--- src/dopi_ram.sv ---
// dopi_ram: generic single-write, single-read RAM with registered read data.
// No dependencies.
module dopi_ram #(
  parameter int unsigned WIDTH = 32,
  parameter int unsigned DEPTH = 16,
  localparam int unsigned AW   = (DEPTH > 1) ? $clog2(DEPTH) : 1
) (
  input  logic             clk_i,
  input  logic             we_i,
  input  logic [AW-1:0]    waddr_i,
  input  logic [WIDTH-1:0] wdata_i,
  input  logic [AW-1:0]    raddr_i,
  output logic [WIDTH-1:0] rdata_o
);

  logic [WIDTH-1:0] mem_q [DEPTH];
  logic [WIDTH-1:0] rdata_q;

  always_ff @(posedge clk_i) begin
    if (we_i) begin
      mem_q[waddr_i] <= wdata_i;
    end
    rdata_q <= mem_q[raddr_i];
  end

  assign rdata_o = rdata_q;

endmodule

--- config.mk ---
export PLATFORM = sky130hd
export DESIGN_NAME = dopi_ram
export DESIGN_NICKNAME = d
export VERILOG_FILES = /design/src/dopi_ram.sv
export SDC_FILE = /design/constraint.sdc
export NUM_CORES = 1
export LEC_CHECK = 0
export ABC_CLOCK_PERIOD_IN_PS = 6700
export BUFFER_PORTS_ARGS = -buffer_cell sky130_fd_sc_hd__buf_4
export CAP_MARGIN = 20
export CORE_UTILIZATION = 25
export DETAILED_ROUTE_END_ITERATION = 16
export HOLD_SLACK_MARGIN = 0.15
export PLACE_DENSITY_LB_ADDON = 0.05
export SLEW_MARGIN = 20
export SYNTH_ARGS = -nofsm -noshare
export SYNTH_HDL_FRONTEND = slang
export SYNTH_SLANG_ARGS = --single-unit
--- constraint.sdc ---
create_clock -name clk_i -period 6.7 [get_ports clk_i]
set_clock_uncertainty 0.1 [all_clocks]
set_input_delay 0.67 -clock clk_i [delete_from_list [all_inputs] [get_ports clk_i]]
set_output_delay 0.67 -clock clk_i [all_outputs]
set_load 0.05 [all_outputs]
==> impl_summary.log <==
INFO  metric grt-busiest-layer = met2
INFO  metric preCtsSetupSlack = 3.49 ns
INFO  metric antennaDiodeCount = 0
INFO  metric post-route-worst-setup-slack = 4.22 ns
INFO  metric initial_antenna_violation_count = 1
INFO  metric cap_viol_max_count = 0
INFO  metric post_synthesis_mux_area_share = 14.5%
INFO  metric final_util = 30.7%
INFO  metric grt_setup_unrepaired = no
INFO  metric synth_top_family_by_area = multiplexers
INFO  metric worst_path_largest_cell_delay = 0.62 ns
INFO  metric layout.cells.most_common = edfxtp_1
INFO  metric synth_fa_ha_area_share = 0%
INFO  metric gr-usage-met2 = 21.5%
INFO  metric finalCritPeriodShare = 37.0%
INFO  metric final.hold.worst_slack = 0.274 ns
INFO  metric post-cts-setup-buffers = 0
INFO  metric netlist-cell-type-count = 18
INFO  metric track_usage = 13.7%
INFO  metric synth-seq-area-share = 80.7%
INFO  metric synthesis.area = 0.0199 mm^2
INFO  metric final_antenna_net_count = 0
INFO  metric sw_frac_of_total = 22.0%
INFO  metric critPathLaunch = waddr_i[2]
INFO  metric syn-num-nets = 880
INFO  metric setup-violations-final = 0
INFO  metric max_freq = 0.403 GHz
INFO  metric route.vias.total = 9037
INFO  metric drive_above_1_share = 33.2%
INFO  metric critical_path_class = input pin to flip-flop
INFO  metric timing.final.max_slew_violations = 0
INFO  metric post-synth-top-area-cell = edfxtp_1
INFO  metric rows = 102
INFO  metric status = complete, no violations
INFO  metric cell_seen_most_often_among_critical_path_stages = buf_4
INFO  metric crit_family = simple AND/OR/NAND/NOR gates
INFO  metric remaining_drc_errors = 0
INFO  metric groute.layer.met1.usage = 19.1%
INFO  metric crit_path_cell_trace = buf_4 > or3b_2 > nor2_4 > buf_4
INFO  metric power.clock.fraction = 45.0%
INFO  metric path_buf_inv = 2
INFO  metric cts_root_buf = clkbuf_16
INFO  metric p_leak = 7.55 nW
INFO  metric cellInternalPower = 6.07 mW
INFO  metric die_x = 284 um
INFO  metric gr-total-overflow = 0
INFO  metric clk_transition_reported_paths = 0.05 ns
INFO  metric drt_pre_antenna_iters = 4
INFO  metric layout.cells.most_common_list = edfxtp_1, mux4_2, buf_4
INFO  metric clock_sink_count = 544
INFO  metric crit_cells = 4
INFO  metric nets = 1003
INFO  metric worstSetupStartpointType = input pin
INFO  metric grt_max_degree = 78
INFO  metric yosys_warnings = 0
INFO  metric number_of_fillers_in_the_final_layout = 7420
INFO  metric start_util = 25.5%
INFO  metric yosys-top-cells-area = edfxtp_1, mux4_2, dfxtp_1
INFO  metric multi_input_area = 0.00375 mm^2
INFO  metric whs_path_depth = 1
INFO  metric grt_first_pass_wirelength = 77000 um
INFO  metric max-slew-margin-rel = 38.7%
INFO  metric met3_usage = 2.53%
INFO  metric register_area = 0.0160 mm^2
INFO  metric drt-initial-drc-count = 503
INFO  metric buffers_from_clock_root_to_sink_at_most = 3
INFO  metric worstMarginPinSlew = 0.920 ns
INFO  metric route.detailed.vias_per_inst = 4.41
INFO  metric worstHoldStart = wdata_i[25]
INFO  metric final_worst_path_period_need = 2.48 ns
INFO  metric power.share.sequential = 49.2%
INFO  metric cts_tree = built
INFO  metric port_buffers = 73
INFO  metric synth_cells = 838
INFO  metric timing.critical_path.fanout_max = 17
INFO  metric core_area = 0.0780 mm^2
INFO  metric die_h = 284 um
INFO  metric final.setup.tns = 0 ns
INFO  metric final_hold_viol_count = 0
INFO  metric ios = 74
INFO  metric gp_weighted_congestion = 0.652
INFO  metric power.density = 325 mW/mm^2
INFO  metric yosys_register_bits = 544
INFO  metric ctsResizeCount = 0
INFO  metric cts-htree-levels = 3
INFO  metric slack_of_the_worst_reg_to_reg_path = 5.21 ns
INFO  metric critPathArrivalTime = 2.60 ns
INFO  metric cts_made_buffers = 66
INFO  metric critPathSlowestCell = nor2_4
INFO  metric syn-mean-instance-area = 23.7 um^2
INFO  metric comb_power_share = 5.7%
INFO  metric clkLatencyLatePin = 0.60 ns
INFO  metric ctsHoldBuffers = 0
INFO  metric synth.top_cell.area_share = 77.4%
INFO  metric syn_to_final_growth = 20.5%
INFO  metric worst_r2r_path_depth = 3
INFO  metric irDropWorstVdd = 0.161 mV
INFO  metric timing.rr.start = mem_q[11][17]
INFO  metric worst_ep_required_time = 6.82 ns
INFO  metric synth-xor-area-share = 0%
INFO  metric worstHoldPathType = input pin to flip-flop
INFO  metric synth_compound_gate_area_share = 2.42%
INFO  metric synthSimpleGateAreaFrac = 1.27%
INFO  metric route.detailed.wl_per_inst = 26.5 um
INFO  metric net_switching = 1.71 mW
INFO  metric die_area = 0.0805 mm^2
INFO  metric critPathCaptureType = flip-flop
INFO  metric postRouteWirelength = 54500 um
INFO  metric detailedPlacementHpwl = 25400 um
INFO  metric first_global_vias = 9931
-- kinds of logic after synthesis --
family | after synthesis
muxes | 128
DFF | 544
buffers and inverters | 43
AOI/OAI and AO/OA | 64
and+or+nand+nor | 59
-- area by class of cell --
type | count | share of cell area [%]
clock buffer | 88 | 7.46
clock inverter | 30 | 1.35
multi-input combinational | 251 | 15.7
sequential | 544 | 66.9
tap | 1040 | 5.44
timing repair buffer | 98 | 3.17
-- worst reg2reg max path, delay by kind of cell (launching register included) --
kind,cells,cell delay (ns)
multiplexers,1,0.49
AO/OA/AOI/OAI,1,0.27
AND/OR/NAND/NOR,1,0.14
flip-flops,1,0.36
-- flip-flops by register name (all words and copies together), names as in the netlist --
| signal | count |
|---|---|
| rdata_o | 32 |
| mem_q | 512 |
-- power groups by stage --
| stage | clock network, mW | registers (mW) | logic [mW] |
|---|---|---|---|
| after floorplan | 0 | 3.97 | 0.183 |
| after global placement | 0 | 3.91 | 0.460 |
| after detailed placement | 0 | 3.90 | 0.460 |
| after CTS | 3.62 | 3.83 | 0.460 |
| after global routing | 3.74 | 3.84 | 0.479 |
| final | 3.50 | 3.83 | 0.444 |
-- metrics by stage --
step	std cells	instance area, um^2	total power, mW
floorplan	838	19900	4.16
global placement	1933	21800	4.37
detailed placement	1933	21800	4.36
CTS	2051	23900	7.92
global route	2051	23900	8.05
finish	2051	23900	7.78
-- cells in the mapped netlist --
library cell	instances
a22oi_1	64
and2_1	1
buf_1	9
buf_2	4
buf_4	11
buf_6	2
clkbuf_1	17
dfxtp_1	32
edfxtp_1	512
mux4_2	128
nand2_1	33
nand2b_1	2
nand3_1	1
nand3b_1	2
nor2_1	13
nor2b_1	2
nor3_1	4
or3b_2	1
-- worst paths after layout --
| path | endpoint |
|---|---|
| worst min-delay path | mem_q[0][25] |
| worst max-delay path | mem_q[3][27] |
| worst max register to register | rdata_o[17] |
| worst min register to register | rdata_o[21] |
-- layer usage --
metal  vias to the layer above  routed length (um)
li1                       3830                   -
met1                      4954               25600
met2                       189               25700
met3                        62                2220
met4                         2                 913
met5                         -                  17
Power figures use the tool's default switching activity.
