==> config.mk <==
export PLATFORM = sky130hd
export DESIGN_NAME = dopi_div
export DESIGN_NICKNAME = d
export VERILOG_FILES = /design/src/dopi_pkg.sv /design/src/dopi_div.sv
export SDC_FILE = /design/constraint.sdc
export NUM_CORES = 2
export LEC_CHECK = 0
export BUFFER_PORTS_ARGS = -buffer_cell sky130_fd_sc_hd__buf_2
export CAP_MARGIN = 20
export CORE_ASPECT_RATIO = 2
export CORE_MARGIN = 4
export CORE_UTILIZATION = 41
export DETAILED_ROUTE_END_ITERATION = 10
export RECOVER_POWER = 100
export SLEW_MARGIN = 20
export SYNTH_ARGS = -nofsm -noshare
export SYNTH_HDL_FRONTEND = slang
export SYNTH_SLANG_ARGS = --single-unit
==> constraint.sdc <==
create_clock -name clk_i -period 20.7 [get_ports clk_i]
set_clock_uncertainty 0.15 [all_clocks]
set_input_delay 3.105 -clock clk_i [delete_from_list [all_inputs] [get_ports clk_i]]
set_output_delay 3.105 -clock clk_i [all_outputs]
set_load 0.005 [all_outputs]
==> src/dopi_pkg.sv <==
// dopi_pkg: shared constants, pipeline context types and saturation helper
// for the dense-output interpolator. No dependencies.
package dopi_pkg;

  localparam int unsigned COMPONENTS_DEF = 16;
  localparam int unsigned FRAC_BITS_DEF  = 16;
  localparam int unsigned DATA_W         = 32;
  localparam int unsigned COMP_W         = 4;
  localparam int unsigned N_COEF         = 5;
  // divider retires this many quotient bits per stage
  localparam int unsigned DIV_BITS       = 4;
  localparam int unsigned DIV_STEPS      = DATA_W / DIV_BITS;
  // load stage + digit stages + sign/saturate stage
  localparam int unsigned DIV_LAT        = DIV_STEPS + 2;
  localparam int unsigned N_HORNER       = 4;

  typedef enum logic {
    ACT_LOAD  = 1'b0,
    ACT_QUERY = 1'b1
  } action_e;

  typedef struct packed {
    logic                                fault;
    logic [COMP_W-1:0]                   comp;
    logic [N_COEF-1:0][DATA_W-1:0]       coef;
  } ctx_t;

  typedef struct packed {
    ctx_t               ctx;
    logic signed [31:0] theta;
    logic signed [31:0] theta1;
  } hctx_t;

  function automatic logic [31:0] sat_s32(input logic signed [65:0] v);
    logic [31:0] r;
    if (v > 66'sd2147483647) begin
      r = 32'h7fff_ffff;
    end else if (v < -66'sd2147483648) begin
      r = 32'h8000_0000;
    end else begin
      r = v[31:0];
    end
    return r;
  endfunction

endpackage

==> src/dopi_div.sv <==
// dopi_div: pipelined restoring divider, DIV_BITS quotient bits per stage,
// signed result truncated toward zero and saturated. Depends on dopi_pkg.
module dopi_div #(
  parameter int unsigned FRAC_BITS = dopi_pkg::FRAC_BITS_DEF,
  localparam int unsigned NW       = 33 + FRAC_BITS
) (
  input  logic                clk_i,
  input  logic                rst_ni,
  input  logic                valid_i,
  input  dopi_pkg::ctx_t      ctx_i,
  input  logic [NW-1:0]       num_i,
  input  logic [31:0]         den_i,
  input  logic                neg_i,
  output logic                valid_o,
  output dopi_pkg::ctx_t      ctx_o,
  output logic signed [31:0]  quot_o
);

  localparam int unsigned S = dopi_pkg::DIV_STEPS;

  logic           valid_q [S+1];
  dopi_pkg::ctx_t ctx_q   [S+1];
  logic [31:0]    rem_q   [S+1];
  logic [31:0]    lo_q    [S+1];
  logic [31:0]    quo_q   [S+1];
  logic [31:0]    den_q   [S+1];
  logic           neg_q   [S+1];
  logic           ovf_q   [S+1];

  logic [31:0]    rem_d   [S];
  logic [31:0]    lo_d    [S];
  logic [31:0]    quo_d   [S];

  logic           out_valid_q;
  dopi_pkg::ctx_t out_ctx_q;
  logic [31:0]    out_quot_q;
  logic [31:0]    quot_d;

  // digit steps: shift one numerator bit into the remainder, trial subtract
  always_comb begin
    logic [31:0] r;
    logic [31:0] l;
    logic [31:0] q;
    logic [32:0] t;
    for (int s = 0; s < S; s++) begin
      r = rem_q[s];
      l = lo_q[s];
      q = quo_q[s];
      for (int b = 0; b < dopi_pkg::DIV_BITS; b++) begin
        t = {r, l[31]};
        l = {l[30:0], 1'b0};
        if (t >= {1'b0, den_q[s]}) begin
          t = t - {1'b0, den_q[s]};
          q = {q[30:0], 1'b1};
        end else begin
          q = {q[30:0], 1'b0};
        end
        r = t[31:0];
      end
      rem_d[s] = r;
      lo_d[s]  = l;
      quo_d[s] = q;
    end
  end

  always_ff @(posedge clk_i or negedge rst_ni) begin
    if (!rst_ni) begin
      for (int s = 0; s <= S; s++) begin
        valid_q[s] <= 1'b0;
      end
      out_valid_q <= 1'b0;
    end else begin
      valid_q[0] <= valid_i;
      for (int s = 0; s < S; s++) begin
        valid_q[s+1] <= valid_q[s];
      end
      out_valid_q <= valid_q[S];
    end
  end

  always_ff @(posedge clk_i) begin
    ctx_q[0] <= ctx_i;
    rem_q[0] <= 32'(num_i[NW-1:32]);
    lo_q[0]  <= num_i[31:0];
    quo_q[0] <= '0;
    den_q[0] <= den_i;
    neg_q[0] <= neg_i;
    // quotient needs more than 32 bits
    ovf_q[0] <= 33'(num_i[NW-1:32]) >= {1'b0, den_i};
    for (int s = 0; s < S; s++) begin
      ctx_q[s+1] <= ctx_q[s];
      rem_q[s+1] <= rem_d[s];
      lo_q[s+1]  <= lo_d[s];
      quo_q[s+1] <= quo_d[s];
      den_q[s+1] <= den_q[s];
      neg_q[s+1] <= neg_q[s];
      ovf_q[s+1] <= ovf_q[s];
    end
    out_ctx_q  <= ctx_q[S];
    out_quot_q <= quot_d;
  end

  always_comb begin
    if (neg_q[S]) begin
      if (ovf_q[S] || (quo_q[S] > 32'h8000_0000)) begin
        quot_d = 32'h8000_0000;
      end else begin
        quot_d = -quo_q[S];
      end
    end else begin
      if (ovf_q[S] || quo_q[S][31]) begin
        quot_d = 32'h7fff_ffff;
      end else begin
        quot_d = quo_q[S];
      end
    end
  end

  assign valid_o = out_valid_q;
  assign ctx_o   = out_ctx_q;
  assign quot_o  = $signed(out_quot_q);

endmodule

==> flow_summary.toml <==
[routing]
drc = 0
num_vias = 84300
drt_iter0_drc = 3093
wl_mm = 363
wl_per_cell_um = 23.5
vias_per_cell = 5.45
ant_nets = 0
drt_first_pass_iters = 7

[status]
outcome = "complete, but fails checks"
violations = "max-capacitance violations, max-slew violations"

[clock_network]
cts-htree-levels = 4
clk_latency_ps = 880
cts_setup_buffers = 0
cts_resized = 0
root_buffer = "clkbuf_16"
cts_inserted_buffers = 221
clock_path_buffers = 4
cts_sinks = 2495
clk_pin_slew_ps = 70
cts_tree = "done"
hold_buffers = 0

[timing]
relSlewSlack = -0.974
period_minus_slack_ps = 19280
hold_viol_final = 0
max_freq_mhz = 51.9
worst_pin_slew_ps = 2950
finalMaxSlewViolations = 286
timing.setup.tns_ps = 0
period_share = 0.931
finalSetupViolCount = 0
rsz0062_at_grt = "false"

[worst_hold_path]
hp-class = "register to register"

[final_layout]
fillers = 25400
area_delta_synth_final_pct = 12.5
instances_no_fill = 15500
drive_above_1_share = 0.0990
regArea_mm2 = 0.0500
multiInputGateArea_mm2 = 0.0576
final_nets = 13100

[worst_setup_path]
start_kind = "register"
r2r_cells = 54
crit_cells = 54
crit_slowest_cell = "clkbuf_1"
critPathBufInv = 9
path_delay_family = "compound AO/OA/AOI/OAI gates"
crit_fanout = 33
arrival_ps = 19850
path_class = "register to register"
cp.required_ps = 21270
r2r_slack_ps = 1420
rr_startpoint = "den_q[0][176]$_DFF_P_"
worstSetupEndpointType = "register"
crit_start = "den_q[0][176]$_DFF_P_"
path_common_cell = "inv_1"
cpPeakStageDelay_ps = 1450
r2r-end = "rem_q[0][194]$_DFF_P_"
crit_end = "rem_q[0][194]$_DFF_P_"

[global_routing]
met1_usage = 0.178
grt_max_degree = 51
antenna_found_initial = 37
grt-busiest-layer = "met2"
grt_pass1_wl_mm = 527
first_global_vias = 89500
use_met2 = 0.494
track_usage = 0.251
overflow = 0
grt_use_met3 = 0.0396

[yosys]
synth_area_leaders = "dfxtp_1 (45%), ha_1 (12%), mux2_2 (4.3%), xnor2_1 (4.2%), a21oi_1 (4.1%)"
synth_top_area_share = 0.449
yosys.area.top_type = "dfxtp_1"
synthArstFlopShare = 0.00401
syn_area_mm2 = 0.111
synth_compound_area_frac = 0.170
synth_adder_area_share = 0.122
synth_top_family_by_area = "compound AO/OA/AOI/OAI gates"
netlist_instances = 11200
synth_common_cells = "dfxtp_1 (2485), ha_1 (1028), a21oi_1 (909)"
ys_types = 106
synthXorXnorAreaFrac = 0.0630
syn_avg_cell_area_um2 = 9.88
synthMuxAreaShare = 0.0549
ys_dominant_reg_cell = "dfxtp_1"
yosysMostFrequentCell = "dfxtp_1"
synth-simple-area-share = 0.110
synth_nets = 12500
ys_seq_area_frac = 0.452
synth_edf_count = 0
synth_warnings = 0
ys_seq_elements = 2495

[placement]
port_buffers = 447
dpl.cell_count = 15100
hpwl_mm = 300
gp_congestion = 1.02

[die]
initial_core_util = 0.412
boundaryPins = 448
coreArea_mm2 = 0.269
die-area_mm2 = 0.279
rows = 269
die_x_um = 375
die-height_um = 743

[run]
cap_violations = 10
## layout by cell type (no fill, tap or decap), types with 222 or more instances in the layout
cell type,n
xnor2_1,537
ha_1,1028
o21ai_0,645
buf_2,228
a21o_1,412
clkbuf_1,257
mux2_2,413
a21oi_1,909
clkbuf_16,222
dfxtp_1,2485
inv_1,627
xor2_1,259
nand2_1,683
nor2_1,694
## cells by family after synthesis
| kind of cell | Yosys count |
|---|---|
| AND/OR/NAND/NOR | 2525 |
| buffers and inverters | 830 |
| XOR/XNOR | 796 |
| adder cells (fa/ha/maj) | 1059 |
| flip-flops | 2495 |
| AO/OA/AOI/OAI | 2964 |
| multiplexers | 540 |
## per-stage QoR
stage          area, µm²  worst slack (ps)  hold slack (ps)   util
6_report          125000              1420              133  0.464
5_1_grt           125000              1020              121  0.464
4_1_cts           125000              2730              112  0.466
3_5_place_dp      117000              2770              162  0.437
3_3_place_gp      117000              3110              159  0.437
2_1_floorplan     111000              7630              160      -
## state kept, by name, summed over array words and instances, names as in the netlist
register and flops:
ctx_o 165, ctx_q 1485, den_q 256, lo_q 144, neg_q 9, ovf_q 9, quo_q 144, quot_o 32
rem_q 241, valid_o 1, valid_q 9
## per-layer routing
metal  share of wire  vias to the layer above
li1                -                    41000
met1            0.27                    39600
met2            0.54                     2234
met3           0.037                     1371
met4            0.15                       30
met5         0.00060                        -
## cell type report
cell class              instances  area share
multi-input cells            7884       0.462
flip-flops and latches       2495       0.401
clock buffers                 282      0.0492
well taps                    3523      0.0354
repair buffers                519      0.0198
inverters                     633      0.0191
clock inverters               121      0.0128
diodes                         13    0.000261
## worst min-delay path by stage
stage	start	end	slack (ps)	cells after the start
2_1_floorplan	ctx_q[8][0]$_DFF_P_	ctx_o[0]$_DFF_P_	160	0
3_3_place_gp	ctx_q[8][47]$_DFF_P_	ctx_o[47]$_DFF_P_	160	0
3_5_place_dp	ctx_q[2][110]$_DFF_P_	ctx_q[3][110]$_DFF_P_	160	0
4_1_cts	quo_q[0][170]$_DFF_P_	quo_q[0][206]$_DFF_P_	110	0
5_1_grt	ctx_q[3][44]$_DFF_P_	ctx_q[4][44]$_DFF_P_	120	0
6_report	ctx_q[3][44]$_DFF_P_	ctx_q[4][44]$_DFF_P_	130	0
Power is not shown: default switching activity piles up to over one toggle a cycle in this logic, so the estimate is an artifact.
